===== src/hdl/lcpr_pkg.sv =====
package lcpr_pkg;

	// Default sizes of the table.
	localparam int ENTRIES_DEF    = 16;
	localparam int PAGE_BITS_DEF  = 20;
	localparam int STAMP_BITS_DEF = 32;

	// Fixed widths of the words on the ports.
	localparam int PAGE_IN_W = 20;
	localparam int EVICT_W   = 20;
	localparam int OUTCOME_W = 2;
	localparam int CAP_W     = 5;

	// Capacity after reset.
	localparam logic [CAP_W-1:0] CAP_RESET = 5'd16;

	// Outcome codes of a result word.
	localparam logic [OUTCOME_W-1:0] OUT_HIT     = 2'd0;
	localparam logic [OUTCOME_W-1:0] OUT_FILL    = 2'd1;
	localparam logic [OUTCOME_W-1:0] OUT_REPLACE = 2'd2;

	// Commands from the controller to the datapath.
	typedef struct packed {
		logic capture;
		logic commit;
	} cmd_t;

	// Status from the datapath to the controller.
	typedef struct packed {
		logic out_free;
		logic fast;
	} sts_t;

endpackage


===== src/hdl/lcpr_req_if.sv =====
interface lcpr_req_if;

	logic                             valid;
	logic                             ready;
	logic [lcpr_pkg::PAGE_IN_W-1:0]   page_number;

	modport source (output valid, output page_number, input ready);
	modport sink (input valid, input page_number, output ready);

endinterface


===== src/hdl/lcpr_rsp_if.sv =====
interface lcpr_rsp_if;

	logic                             valid;
	logic                             ready;
	logic [lcpr_pkg::OUTCOME_W-1:0]   outcome;
	logic [lcpr_pkg::EVICT_W-1:0]     evicted_page;
	logic                             evicted_valid;

	modport source (output valid, output outcome, output evicted_page, output evicted_valid,
		input ready);
	modport sink (input valid, input outcome, input evicted_page, input evicted_valid,
		output ready);

endinterface


===== src/hdl/lcpr_ctrl.sv =====
module lcpr_ctrl #(
	parameter int ENTRIES = lcpr_pkg::ENTRIES_DEF
) (
	input  logic              clk,
	input  logic              arst_n,
	input  logic              in_valid,
	output logic              in_ready,
	input  lcpr_pkg::sts_t    sts,
	output lcpr_pkg::cmd_t    cmd
);

	// The minimum tree settles one level per cycle after the leaves load.
	localparam int TREE_LAT = $clog2(ENTRIES);
	localparam int CNT_W    = $clog2(TREE_LAT + 2);

	localparam logic [0:0] ST_IDLE    = 1'b0;
	localparam logic [0:0] ST_RESOLVE = 1'b1;

	logic [0:0]       state_q;
	logic [CNT_W-1:0] cnt_q;
	logic             commit_now;

	// A word is taken only while no reference is being resolved.
	assign in_ready    = (state_q == ST_IDLE);
	assign cmd.capture = in_valid && in_ready;

	// Hits and fills finish at once; a replacement waits for the tree root.
	assign commit_now = (state_q == ST_RESOLVE) && sts.out_free &&
		(sts.fast || (cnt_q == '0));
	assign cmd.commit = commit_now;

	// Sequencer state and tree wait counter.
	always_ff @(posedge clk or negedge arst_n) begin
		if (!arst_n) begin
			state_q <= ST_IDLE;
			cnt_q   <= '0;
		end else begin
			case (state_q)
				ST_IDLE: begin
					if (cmd.capture) begin
						state_q <= ST_RESOLVE;
						cnt_q   <= CNT_W'(TREE_LAT);
					end
				end
				ST_RESOLVE: begin
					if (cnt_q != '0) begin
						cnt_q <= cnt_q - 1'b1;
					end
					if (commit_now) begin
						state_q <= ST_IDLE;
					end
				end
				default: begin
					state_q <= ST_IDLE;
				end
			endcase
		end
	end

endmodule


===== src/hdl/lcpr_datapath.sv =====
module lcpr_datapath #(
	parameter int ENTRIES    = lcpr_pkg::ENTRIES_DEF,
	parameter int PAGE_BITS  = lcpr_pkg::PAGE_BITS_DEF,
	parameter int STAMP_BITS = lcpr_pkg::STAMP_BITS_DEF
) (
	input  logic                             clk,
	input  logic                             arst_n,
	input  lcpr_pkg::cmd_t                   cmd,
	output lcpr_pkg::sts_t                   sts,
	input  logic [lcpr_pkg::PAGE_IN_W-1:0]   page_number,
	input  logic                             cfg_we,
	input  logic [lcpr_pkg::CAP_W-1:0]       cfg_wdata,
	output logic                             out_valid,
	input  logic                             out_ready,
	output logic [lcpr_pkg::OUTCOME_W-1:0]   outcome,
	output logic [lcpr_pkg::EVICT_W-1:0]     evicted_page,
	output logic                             evicted_valid
);

	localparam int IDX_W  = (ENTRIES > 1) ? $clog2(ENTRIES) : 1;
	localparam int LEVELS = $clog2(ENTRIES);
	localparam int LEAVES = 1 << LEVELS;
	localparam int NODES  = 2 * LEAVES - 1;
	localparam int OCC_W  = $clog2(ENTRIES + 1);
	localparam int CMP_W  = (OCC_W > lcpr_pkg::CAP_W) ? OCC_W : lcpr_pkg::CAP_W;

	// One candidate of the minimum search.
	typedef struct packed {
		logic                  vld;
		logic [STAMP_BITS-1:0] stamp;
		logic [PAGE_BITS-1:0]  page;
		logic [IDX_W-1:0]      idx;
	} node_t;

	// Older stamp wins; on equal stamps the lower page number wins.
	function automatic node_t pick(input node_t a, input node_t b);
		node_t r;
		if (!b.vld) begin
			r = a;
		end else if (!a.vld) begin
			r = b;
		end else if (a.stamp < b.stamp) begin
			r = a;
		end else if ((a.stamp == b.stamp) && (a.page <= b.page)) begin
			r = a;
		end else begin
			r = b;
		end
		return r;
	endfunction

	// Table and global state.
	logic                  slot_valid_q [ENTRIES];
	logic [PAGE_BITS-1:0]  slot_page_q  [ENTRIES];
	logic [STAMP_BITS-1:0] slot_stamp_q [ENTRIES];
	logic [STAMP_BITS-1:0] time_q;
	logic [OCC_W-1:0]      occ_q;
	logic [lcpr_pkg::CAP_W-1:0] cap_q;

	// Registers of the reference in flight.
	logic [PAGE_BITS-1:0]  page_q;
	logic                  hit_q;
	logic [IDX_W-1:0]      hit_idx_q;
	logic                  free_any_q;
	logic [IDX_W-1:0]      free_idx_q;

	// Minimum tree, heap ordered with the root at index zero.
	node_t                 node_q [NODES];
	node_t                 leaf_d [LEAVES];

	logic [PAGE_BITS-1:0]  page_in;
	logic                  match_any;
	logic [IDX_W-1:0]      match_idx;
	logic                  free_any;
	logic [IDX_W-1:0]      free_idx;

	logic [CMP_W-1:0]      cap_ext;
	logic [CMP_W-1:0]      eff_cap;
	logic                  fill_ok;
	node_t                 root;
	logic [IDX_W-1:0]      wr_idx;
	logic                  wr_page;
	logic                  set_valid;
	logic [OCC_W-1:0]      occ_d;
	logic [lcpr_pkg::OUTCOME_W-1:0] outcome_d;
	logic [lcpr_pkg::EVICT_W-1:0]   ev_page_d;
	logic                  ev_valid_d;

	logic                  out_valid_q;
	logic [lcpr_pkg::OUTCOME_W-1:0] outcome_q;
	logic [lcpr_pkg::EVICT_W-1:0]   ev_page_q;
	logic                  ev_valid_q;

	assign page_in = PAGE_BITS'(page_number);

	// Parallel tag compare and lowest free slot on the incoming page.
	always_comb begin
		match_any = 1'b0;
		match_idx = '0;
		free_any  = 1'b0;
		free_idx  = '0;
		for (int j = 0; j < ENTRIES; j++) begin
			if (slot_valid_q[j] && (slot_page_q[j] == page_in)) begin
				match_any = 1'b1;
				match_idx = match_idx | IDX_W'(j);
			end
		end
		for (int j = ENTRIES - 1; j >= 0; j--) begin
			if (!slot_valid_q[j]) begin
				free_any = 1'b1;
				free_idx = IDX_W'(j);
			end
		end
	end

	// Leaves of the tree; padding leaves never win.
	for (genvar j = 0; j < LEAVES; j++) begin : g_leaf
		if (j < ENTRIES) begin : g_used
			assign leaf_d[j] = '{vld: slot_valid_q[j], stamp: slot_stamp_q[j],
				page: slot_page_q[j], idx: IDX_W'(j)};
		end else begin : g_pad
			assign leaf_d[j] = '0;
		end
	end

	// The leaves load with the reference; each level settles in the cycle after the level below it.
	always_ff @(posedge clk) begin
		if (cmd.capture) begin
			for (int j = 0; j < LEAVES; j++) begin
				node_q[LEAVES - 1 + j] <= leaf_d[j];
			end
		end
		for (int n = 0; n < LEAVES - 1; n++) begin
			node_q[n] <= pick(node_q[2 * n + 1], node_q[2 * n + 2]);
		end
	end

	// Lookup results held for the resolve step.
	always_ff @(posedge clk) begin
		if (cmd.capture) begin
			page_q     <= page_in;
			hit_q      <= match_any;
			hit_idx_q  <= match_idx;
			free_any_q <= free_any;
			free_idx_q <= free_idx;
		end
	end

	// Capacity clamped to the range one to the entry count.
	assign cap_ext = CMP_W'(cap_q);
	assign eff_cap = (cap_ext == '0) ? CMP_W'(1) :
		((cap_ext > CMP_W'(ENTRIES)) ? CMP_W'(ENTRIES) : cap_ext);

	assign fill_ok = !hit_q && free_any_q && (CMP_W'(occ_q) < eff_cap);
	assign root    = node_q[0];

	// Choose the slot to write and the result word.
	always_comb begin
		wr_idx     = hit_idx_q;
		wr_page    = 1'b0;
		set_valid  = 1'b0;
		occ_d      = occ_q;
		outcome_d  = lcpr_pkg::OUT_HIT;
		ev_page_d  = '0;
		ev_valid_d = 1'b0;
		if (hit_q) begin
			wr_idx = hit_idx_q;
		end else if (fill_ok) begin
			wr_idx    = free_idx_q;
			wr_page   = 1'b1;
			set_valid = 1'b1;
			occ_d     = OCC_W'(occ_q + 1'b1);
			outcome_d = lcpr_pkg::OUT_FILL;
		end else if (root.vld) begin
			wr_idx     = root.idx;
			wr_page    = 1'b1;
			outcome_d  = lcpr_pkg::OUT_REPLACE;
			ev_page_d  = lcpr_pkg::EVICT_W'(root.page);
			ev_valid_d = 1'b1;
		end else begin
			// An empty table with no free room cannot arise; take slot zero.
			wr_idx    = '0;
			wr_page   = 1'b1;
			set_valid = 1'b1;
			occ_d     = OCC_W'(1);
			outcome_d = lcpr_pkg::OUT_FILL;
		end
	end

	assign sts.fast     = hit_q || fill_ok;
	assign sts.out_free = !out_valid_q || out_ready;

	// Page and stamp of each slot.
	always_ff @(posedge clk) begin
		if (cmd.commit) begin
			slot_stamp_q[wr_idx] <= time_q;
			if (wr_page) begin
				slot_page_q[wr_idx] <= page_q;
			end
		end
	end

	// Valid bits, fill count, saturating timer and capacity.
	always_ff @(posedge clk or negedge arst_n) begin
		if (!arst_n) begin
			for (int j = 0; j < ENTRIES; j++) begin
				slot_valid_q[j] <= 1'b0;
			end
			occ_q  <= '0;
			time_q <= '0;
			cap_q  <= lcpr_pkg::CAP_RESET;
		end else begin
			if (cfg_we) begin
				cap_q <= cfg_wdata;
			end
			if (cmd.capture && (time_q != '1)) begin
				time_q <= time_q + 1'b1;
			end
			if (cmd.commit) begin
				occ_q <= occ_d;
				if (set_valid) begin
					slot_valid_q[wr_idx] <= 1'b1;
				end
			end
		end
	end

	// Output register holding the result word until it is taken.
	always_ff @(posedge clk or negedge arst_n) begin
		if (!arst_n) begin
			out_valid_q <= 1'b0;
		end else if (cmd.commit) begin
			out_valid_q <= 1'b1;
		end else if (out_ready) begin
			out_valid_q <= 1'b0;
		end
	end

	always_ff @(posedge clk) begin
		if (cmd.commit) begin
			outcome_q  <= outcome_d;
			ev_page_q  <= ev_page_d;
			ev_valid_q <= ev_valid_d;
		end
	end

	assign out_valid     = out_valid_q;
	assign outcome       = outcome_q;
	assign evicted_page  = ev_page_q;
	assign evicted_valid = ev_valid_q;

endmodule


===== src/hdl/lru_counter_page_replacer_top.sv =====
// Fully associative page table with least-recently-used replacement by
// timestamps. Each request word carries one page reference and yields one
// result word: a hit, a fault that filled the lowest free slot, or a fault
// that replaced the slot with the oldest stamp (lowest page on a tie), with
// the evicted page. Every reference advances a saturating timer and stamps
// its page. A hit or fill is committed to the result register from the
// resolve state once that register is free; the sequencer then returns to
// idle to take the next request. A replacement waits for the registered minimum
// tree over the slot stamps, one level a cycle, before it is committed. No new
// request is taken until the current reference is committed. A result word
// that is still waiting holds the next commit back. A new request is taken
// while an earlier result still waits to be read. The capacity register
// (reset 16) is written through cfg_we and cfg_wdata; the user must write it
// only while the block is idle, which the block itself does not enforce.
// Zero acts as one and values above ENTRIES as ENTRIES.
module lru_counter_page_replacer_top #(
	parameter int ENTRIES    = lcpr_pkg::ENTRIES_DEF,
	parameter int PAGE_BITS  = lcpr_pkg::PAGE_BITS_DEF,
	parameter int STAMP_BITS = lcpr_pkg::STAMP_BITS_DEF
) (
	input  logic                          clk,
	input  logic                          arst_n,
	lcpr_req_if.sink                      request,
	lcpr_rsp_if.source                    result,
	input  logic                          cfg_we,
	input  logic [lcpr_pkg::CAP_W-1:0]    cfg_wdata
);

	lcpr_pkg::cmd_t cmd;
	lcpr_pkg::sts_t sts;

	// Sequencer.
	lcpr_ctrl #(
		.ENTRIES (ENTRIES)
	) u_ctrl (
		.clk      (clk),
		.arst_n   (arst_n),
		.in_valid (request.valid),
		.in_ready (request.ready),
		.sts      (sts),
		.cmd      (cmd)
	);

	// Table, minimum tree and result register.
	lcpr_datapath #(
		.ENTRIES    (ENTRIES),
		.PAGE_BITS  (PAGE_BITS),
		.STAMP_BITS (STAMP_BITS)
	) u_datapath (
		.clk           (clk),
		.arst_n        (arst_n),
		.cmd           (cmd),
		.sts           (sts),
		.page_number   (request.page_number),
		.cfg_we        (cfg_we),
		.cfg_wdata     (cfg_wdata),
		.out_valid     (result.valid),
		.out_ready     (result.ready),
		.outcome       (result.outcome),
		.evicted_page  (result.evicted_page),
		.evicted_valid (result.evicted_valid)
	);

	// Only one reference is resolved at a time.
	a_busy_after_accept: assert property (@(posedge clk) disable iff (!arst_n)
		(request.valid && request.ready) |=> !request.ready)
		else $error("request taken while a reference is being resolved");

	// The eviction flag goes with the replacement outcome only.
	a_evict_flag: assert property (@(posedge clk) disable iff (!arst_n)
		result.valid |-> (result.evicted_valid == (result.outcome == lcpr_pkg::OUT_REPLACE)))
		else $error("eviction flag does not match the outcome");

	// Without an eviction the evicted page reads as zero.
	a_evict_zero: assert property (@(posedge clk) disable iff (!arst_n)
		(result.valid && !result.evicted_valid) |-> (result.evicted_page == '0))
		else $error("evicted page is not zero without an eviction");

	// Only the three defined outcome codes appear.
	a_outcome_code: assert property (@(posedge clk) disable iff (!arst_n)
		result.valid |-> ((result.outcome == lcpr_pkg::OUT_HIT) ||
			(result.outcome == lcpr_pkg::OUT_FILL) ||
			(result.outcome == lcpr_pkg::OUT_REPLACE)))
		else $error("undefined outcome code");

endmodule


===== src/flat_wrapper.sv =====
// flat-port wrapper written by rule: the top's interface ports become plain ports
module lru_counter_page_replacer_top_flat 
#(
	parameter int ENTRIES    = lcpr_pkg::ENTRIES_DEF,
	parameter int PAGE_BITS  = lcpr_pkg::PAGE_BITS_DEF,
	parameter int STAMP_BITS = lcpr_pkg::STAMP_BITS_DEF
)
  (clk, arst_n, cfg_we, cfg_wdata, request_valid, request_page_number, request_ready, result_valid, result_outcome, result_evicted_page, result_evicted_valid, result_ready);
  lcpr_req_if request_i ();
  lcpr_rsp_if result_i ();
  input  logic clk;
  input  logic arst_n;
  input  logic cfg_we;
  input  logic [lcpr_pkg::CAP_W-1:0] cfg_wdata;
  input wire logic [$bits(request_i.valid)-1:0] request_valid;
  input wire logic [$bits(request_i.page_number)-1:0] request_page_number;
  output wire logic [$bits(request_i.ready)-1:0] request_ready;
  output wire logic [$bits(result_i.valid)-1:0] result_valid;
  output wire logic [$bits(result_i.outcome)-1:0] result_outcome;
  output wire logic [$bits(result_i.evicted_page)-1:0] result_evicted_page;
  output wire logic [$bits(result_i.evicted_valid)-1:0] result_evicted_valid;
  input wire logic [$bits(result_i.ready)-1:0] result_ready;
  assign request_i.valid = request_valid;
  assign request_i.page_number = request_page_number;
  assign request_ready = request_i.ready;
  assign result_valid = result_i.valid;
  assign result_outcome = result_i.outcome;
  assign result_evicted_page = result_i.evicted_page;
  assign result_evicted_valid = result_i.evicted_valid;
  assign result_i.ready = result_ready;
  lru_counter_page_replacer_top #(.ENTRIES(ENTRIES), .PAGE_BITS(PAGE_BITS), .STAMP_BITS(STAMP_BITS)) u_core (.clk(clk), .arst_n(arst_n), .request(request_i), .result(result_i), .cfg_we(cfg_we), .cfg_wdata(cfg_wdata));
endmodule

===== config.mk =====
export PLATFORM = sky130hd
export DESIGN_NAME = lru_counter_page_replacer_top_flat
export DESIGN_NICKNAME = d
export VERILOG_FILES = /design/src/hdl/lcpr_pkg.sv /design/src/hdl/lcpr_req_if.sv /design/src/hdl/lcpr_rsp_if.sv /design/src/hdl/lcpr_ctrl.sv /design/src/hdl/lcpr_datapath.sv /design/src/hdl/lru_counter_page_replacer_top.sv /design/src/flat_wrapper.sv
export SDC_FILE = /design/constraint.sdc
export NUM_CORES = 2
export LEC_CHECK = 0
export ABC_AREA = 1
export BUFFER_PORTS_ARGS = -buffer_cell sky130_fd_sc_hd__buf_2
export CELL_PAD_IN_SITES_DETAIL_PLACEMENT = 0
export CELL_PAD_IN_SITES_GLOBAL_PLACEMENT = 1
export CORE_MARGIN = 2
export CORE_UTILIZATION = 40
export DETAILED_ROUTE_END_ITERATION = 10
export GPL_ROUTABILITY_DRIVEN = 0
export PLACE_DENSITY = 0.74
export SLEW_MARGIN = 5
export SYNTH_ARGS = -nofsm -noshare
export SYNTH_HDL_FRONTEND = slang
export SYNTH_SLANG_ARGS = --single-unit

===== constraint.sdc =====
create_clock -name clk -period 33.8 [get_ports clk]
set_input_delay 5.07 -clock clk [delete_from_list [all_inputs] [get_ports clk]]
set_output_delay 5.07 -clock clk [all_outputs]
set_load 0.05 [all_outputs]

# Word level (Yosys, flattened, before mapping)
# Memories as Yosys holds them, arrays and structs flattened.
# Cells that the tools add are included.
[classes]
bitwise = 5
n_addsub = 3
magnitude_cmp = 34
n_eq_ne = 35
muxes = 119
n_reduce_logical = 60
[ops]
columns = ["op", "count"]
rows = [
  ["$mux 56", 45],
  ["$mux 57", 15],
  ["$eq 32x32->1", 15],
  ["$lt 32x32->1", 15],
  ["$eq 20x20->1", 16],
  ["$le 20x20->1", 15],
  ["$mux 4", 17],
  ["$logic_and 1x1->1", 38],
  ["$add 32x1->32 const B", 1],
  ["$ne 32x32->1 const B", 1],
  ["$mux 3", 10],
  ["$mux 1", 20],
  ["$mux 5", 4],
  ["$or 16x16->16", 1],
  ["$reduce_and 15->1", 1],
  ["$reduce_or 15->1", 1],
  ["$mux 2", 5],
  ["$reduce_and 8->1", 1],
  ["$reduce_or 8->1", 1],
  ["$pmux 3 s2", 1],
  ["$reduce_and 2->1", 3],
  ["$add 5x1->5 const B", 1],
  ["$ge 5x5->1 const B", 1],
  ["$gt 5x5->1 const B", 1],
  ["other kinds (20)", 27],
]
[word_totals]
regBits = 116
ram_bits = 2599
n_memories = 3
[memory_table]
columns = ["name", "depth", "width", "rd", "rd_clocked_by_memory_dff", "write_ports", "line", "rtl"]
rows = [
  ["u_core.u_datapath.node_q", 31, 57, 31, 0, 31, "lcpr_datapath.sv:68", "node_t node_q [NODES];"],
  ["u_core.u_datapath.slot_stamp_q", 16, 32, 16, 0, 1, "lcpr_datapath.sv:55", "logic [STAMP_BITS-1:0] slot_stamp_q [ENTRIES];"],
  ["u_core.u_datapath.slot_page_q", 16, 20, 16, 0, 1, "lcpr_datapath.sv:54", "logic [PAGE_BITS-1:0] slot_page_q [ENTRIES];"],
]

# Logic depth before layout (Yosys ltp)
# An unclocked memory read counts as a cell.
[depth]
word_depth = 16
ltp_mapped = 19
ltp_nobuf = 18

# By module
# From an unflattened synthesis, not the netlist that was laid out.
[hier_totals]
cells_unflattened = 9916
hier_area_um2 = 108141.2
[by_module_without_submodules]
columns = ["mod", "area_per_inst_um2", "instances", "cells_per_inst"]
rows = [
  ["lcpr_datapath", 107876.0, 1, 9880],
  ["lcpr_ctrl", 265.3, 1, 36],
]

# Least setup slack after synthesis
# Ideal clock, no wire load.
[synth_path]
path_type = "input to register"
startpoint = "input port request_valid"
endpoint = "register u_core.u_datapath.time_q[10]"
setup_ns = 0.135
t_arrival_ns = 23.929
path_stages = 6
setup_slack_ns = 9.737
cell_sequence = "nand2_1 inv_1 nand2_4 nor3_1 nand2_1 xnor2_1"
[synth_lines]
columns = ["item", "line", "rtl"]
rows = [
  ["from (decl)", "flat_wrapper.sv:15", "input wire logic [$bits(request_i.valid)-1:0] request_valid;"],
  ["to (signal assigned)", "lcpr_datapath.sv:217", "time_q <= time_q + 1'b1;"],
  ["to (decl)", "lcpr_datapath.sv:56", "logic [STAMP_BITS-1:0] time_q;"],
]

# Final worst setup path
[layout_path]
startpoint = "input port result_ready"
endpoint = "memory u_core.u_datapath.slot_page_q[2][9] (netlist name) (enable)"
[layout_between]
elab_chain_cells = 5
[layout_rtl]
columns = ["item", "line", "rtl"]
rows = [
  ["from (decl)", "flat_wrapper.sv:22", "input wire logic [$bits(result_i.ready)-1:0] result_ready;"],
  ["$logic_or 1x1->1", "lcpr_datapath.sv:191", "assign sts.out_free = !out_valid_q || out_ready;"],
  ["$logic_and 1x1->1 (2 in series)", "lcpr_ctrl.sv:28", "assign commit_now = (state_q == ST_RESOLVE) && sts.out_free &&"],
  ["$mux 1", "lcpr_datapath.sv:195", "if (cmd.commit) begin"],
  ["$mux 1 (not written as such)", "lcpr_datapath.sv:198", "slot_page_q[wr_idx] <= page_q;"],
  ["to (decl)", "lcpr_datapath.sv:54", ""],
]
# No other way between the ends.

==> summary.txt <==
Worst setup path
  • Crit Path Class: input port to flip-flop
  • Crit-path max cell delay: 1.01 ns
  • R2R cell count: 12
  • Critical path arrival: 7.90 ns
  • Worst reg2reg setup slack: 29.14 ns
  • CP endpoint kind: flip-flop
  • Reg-to-reg endpoint: u_core.u_datapath.slot_page_q[2][9]
  • Crit path cell chain: buf_2, nor2_1, inv_1, nand3_1, inv_2, nand2_1, nor2_2
  • CP startpoint kind: input port
  • Critical R2R Launch: u_core.u_datapath.cap_ext[4]
  • Critical-path top delay cell: nor2_2
  • CP Max Fanout: 32
  • WP data required: 34.31 ns

Floorplanning
  • IO Count: 55
  • Die Width: 524 um
  • Starting Density: 40.3%
  • Die area: 274000 sq um
  • Core ar.: 268000 sq um
  • Die Span Y: 524 um
  • Rows: 190

Clock tree
  • TritonCTS Buffers: 280
  • Clock slew at reported path FFs: 0.06 ns
  • CTS Hold Bufs: 0
  • CTS tree: done
  • Max clock buf depth: 4
  • H-tree depth: 5
  • Clock Sink Count: 2584
  • Clk root buf: clkbuf_16
  • Post-CTS Setup Inserts: 0
  • Number of gates resized after cts: 0
  • Clock Latency Late Sink: 0.95 ns

GRT
  • Total track usage: 22.4%
  • Met2 GRT Util: 37.3%
  • Vias in the first global route: 69500
  • Gr busiest metal: met2
  • Gr ovfl total: 0
  • Pin count of the biggest net entering global routing: 156
  • Met3 Usage GRT: 4.03%
  • Global-route wire length before repair: 450000 um
  • GRT met1 Usage: 27.2%
  • Initial antenna violation count: 23

Synth
  • Mapped Area: 108000 sq um
  • Main synth FF type: edfxtp_1
  • #FFs+latches synth: 2584
  • Async SR Flop Fraction: 2.44%
  • Syn Inst Count: 9895
  • Synth top area share: 48.1%
  • Syn_nets: 10700
  • Dominant cell type by area after synthesis: edfxtp_1
  • Post-synth EDFFs: 1732
  • Yosys cell types: 53
  • YS warnings: 0
  • Leading post-synthesis cells by cell area: edfxtp_1 (48%), dfxtp_1 (15%), nand2_1 (9.4%), ha_1 (9.1%), nand3_1 (4.1%)
  • Seq/Total Area, Yosys: 64.2%
  • Synthesized area per cell: 10.9 sq um

Timing
  • Min Tclk post-route: 7.39 ns
  • Worst-Margin Slew: 1.45 ns
  • Rel. slew slack: 3.17%
  • Highest clock rate: 0.135 GHz
  • Fin. max-slew vios: 0
  • Final period util: 21.9%
  • Setup TNS: 0 ns
  • Final number of setup-violating endpoints: 0
  • Final hold vios: 0
  • Unrepaired setup endpoints after global routing: no
  • Setup Skew: 0.0736 ns

Routing
  • DR WL/cell: 22.4 um
  • Routed Antenna Nets: 0
  • First drt pass iteration count: 9
  • Initial DRC count: 6681
  • Drt total wl: 310000 um
  • Routed via count: 71000
  • DR DRC count: 0
  • Avg Vias per Cell: 5.15

Finish
  • Area grow syn2layout: 11.9%
  • Share of cells above drive strength 1: 6.64%
  • Seq. cell area: 69400 sq um
  • Nets: 10800
  • Commonest non-fill, non-tap cell in the layout: nand2_1
  • Multi-input logic area: 32800 sq um
  • Fill cell count: 24100
  • Most frequent cells in the layout: nand2_1 (2711), edfxtp_1 (1732), inv_1 (1123)

Power
  • Peak VDD IR: 0.0753 mV
  • Lkg Pwr: 51.8 nW
  • Logic pwr share: 29.6%
  • Clock network fraction of total power: 27.5%
  • Sequential Power Share: 42.8%
  • Total chip power: 11.0 mW
  • Switch share: 36.8%
  • Pint: 6.94 mW
  • P_sw: 4.04 mW
  • Pwr Density: 90.8 nW/um^2

Hold path
  • Hold_sp: u_core.u_datapath.slot_stamp_q[2][25]
  • Hold EP: u_core.u_datapath.node_q[1][106]
  • Worst Hold Class: flip-flop to flip-flop
  • Hold depth: 0

Run status
  • Outcome: finished, final reports clean

Place
  • Post-DP HPWL: 222000 um
  • Port bufs: 54

Flow run
  • Max-cap violations: 0
[layer usage]
layer  vias to the layer above  share of wire (%)
met3                       781                7.2
met4                         0                6.5
met5                         -                  0
met2                      2734                 47
met1                     34200                 39
li1                      33300                  -
[sequential cells by signal, summed over array words and instances, names as in the netlist]
register                        flops
u_core.u_datapath.out_valid         1
u_core.u_datapath.slot_stamp_q    512
u_core.u_datapath.page_q           20
u_core.u_datapath.leaf_d           16
u_core.u_datapath.node_q         1637
u_core.u_datapath.outcome           2
u_core.u_ctrl.cnt_q                 3
u_core.u_datapath.hit_q             1
u_core.u_datapath.evicted_page     20
u_core.u_datapath.occ_q             5
u_core.u_datapath.free_any_q        1
u_core.u_datapath.cap_ext           5
u_core.u_datapath.time_q           32
u_core.u_datapath.free_idx_q        4
u_core.u_datapath.hit_idx_q         4
u_core.u_ctrl.state_q               1
u_core.u_datapath.slot_page_q     320
[synthesized netlist by cell type, drive strengths merged, types with 24 or more instances]
cell	n
o21a	38
nor4	25
dfxtp	789
buf	191
a21oi	345
clkbuf	99
o22ai	45
edfxtp	1732
nand3	889
dfrtp	62
xor2	55
nand4	68
ha	788
nor3	24
nor2	467
inv	1137
xnor2	94
o21ai	203
nand2	2747
[worst max-delay path, delay by kind of cell]
family | cells | cell delay [ns]
AND/OR/NAND/NOR | 4 | 1.97
buffers and inverters | 3 | 0.85
[kinds of logic (layout without fill, tap and decap cells)]
group                      after synthesis  in the layout  synth area share (%)
adders and majority gates              788            788                  9.12
buffers and inverters                 1429           1771                  5.55
and+or+nand+nor                       4255           4255                  16.5
AOI/OAI and AO/OA                      689            689                  3.48
xor gates and xnor gates               149            149                  1.21
muxes                                    1              1                0.0104
DFF                                   2584           2584                  64.2
other                                    0             13                     0
[per-stage QoR]
| step | hold slack [ns] | util [%] | instance area [sq um] | worst slack, ns | instances |
|---|---|---|---|---|---|
| final | 0.384 | 45.1 | 121000 | 26.41 | 13800 |
| after global routing | 0.392 | 45.1 | 121000 | 26.29 | 13800 |
| after CTS | 0.386 | 45.1 | 121000 | 26.48 | 13800 |
| after detailed placement | 0.405 | 41.7 | 112000 | 25.53 | 13300 |
| after global placement | 0.400 | 41.7 | 112000 | 25.60 | 13300 |
| after floorplan | 0.396 | - | 108000 | 9.74 | 9895 |
[final cells by class]
class	instances	share of cell area, %
sequential	2584	57.4
multi-input combinational	5882	27.1
clock inverter	123	1.06
inverter	1139	3.54
antenna	13	0.0269
timing repair buffer	144	0.794
clock buffer	365	6.42
tap	3552	3.67
[power by group through the flow]
stage               Sequential (mW)  Combinational, mW  Clock, mW
finish                         4.70               3.26       3.02
global placement               4.75               3.19          0
floorplan                      4.73               2.25          0
CTS                            4.70               3.29       3.07
detailed placement             4.76               3.27          0
global route                   4.76               3.71       3.20
[how the worst max path moves through the flow]
stage	endpoint	from	slack, ns	depth (start not counted)
floorplan	u_core.u_datapath.time_q[10]	request_valid	9.74	6
global placement	u_core.u_datapath.slot_page_q[2][11]	result_ready	25.60	7
detailed placement	u_core.u_datapath.slot_page_q[0][4]	result_ready	25.53	7
CTS	u_core.u_datapath.slot_page_q[5][8]	result_ready	26.48	7
global route	u_core.u_datapath.slot_page_q[6][17]	result_ready	26.29	7
finish	u_core.u_datapath.slot_page_q[2][9]	result_ready	26.41	7
Note: power is estimated with default switching activity, not from simulation.
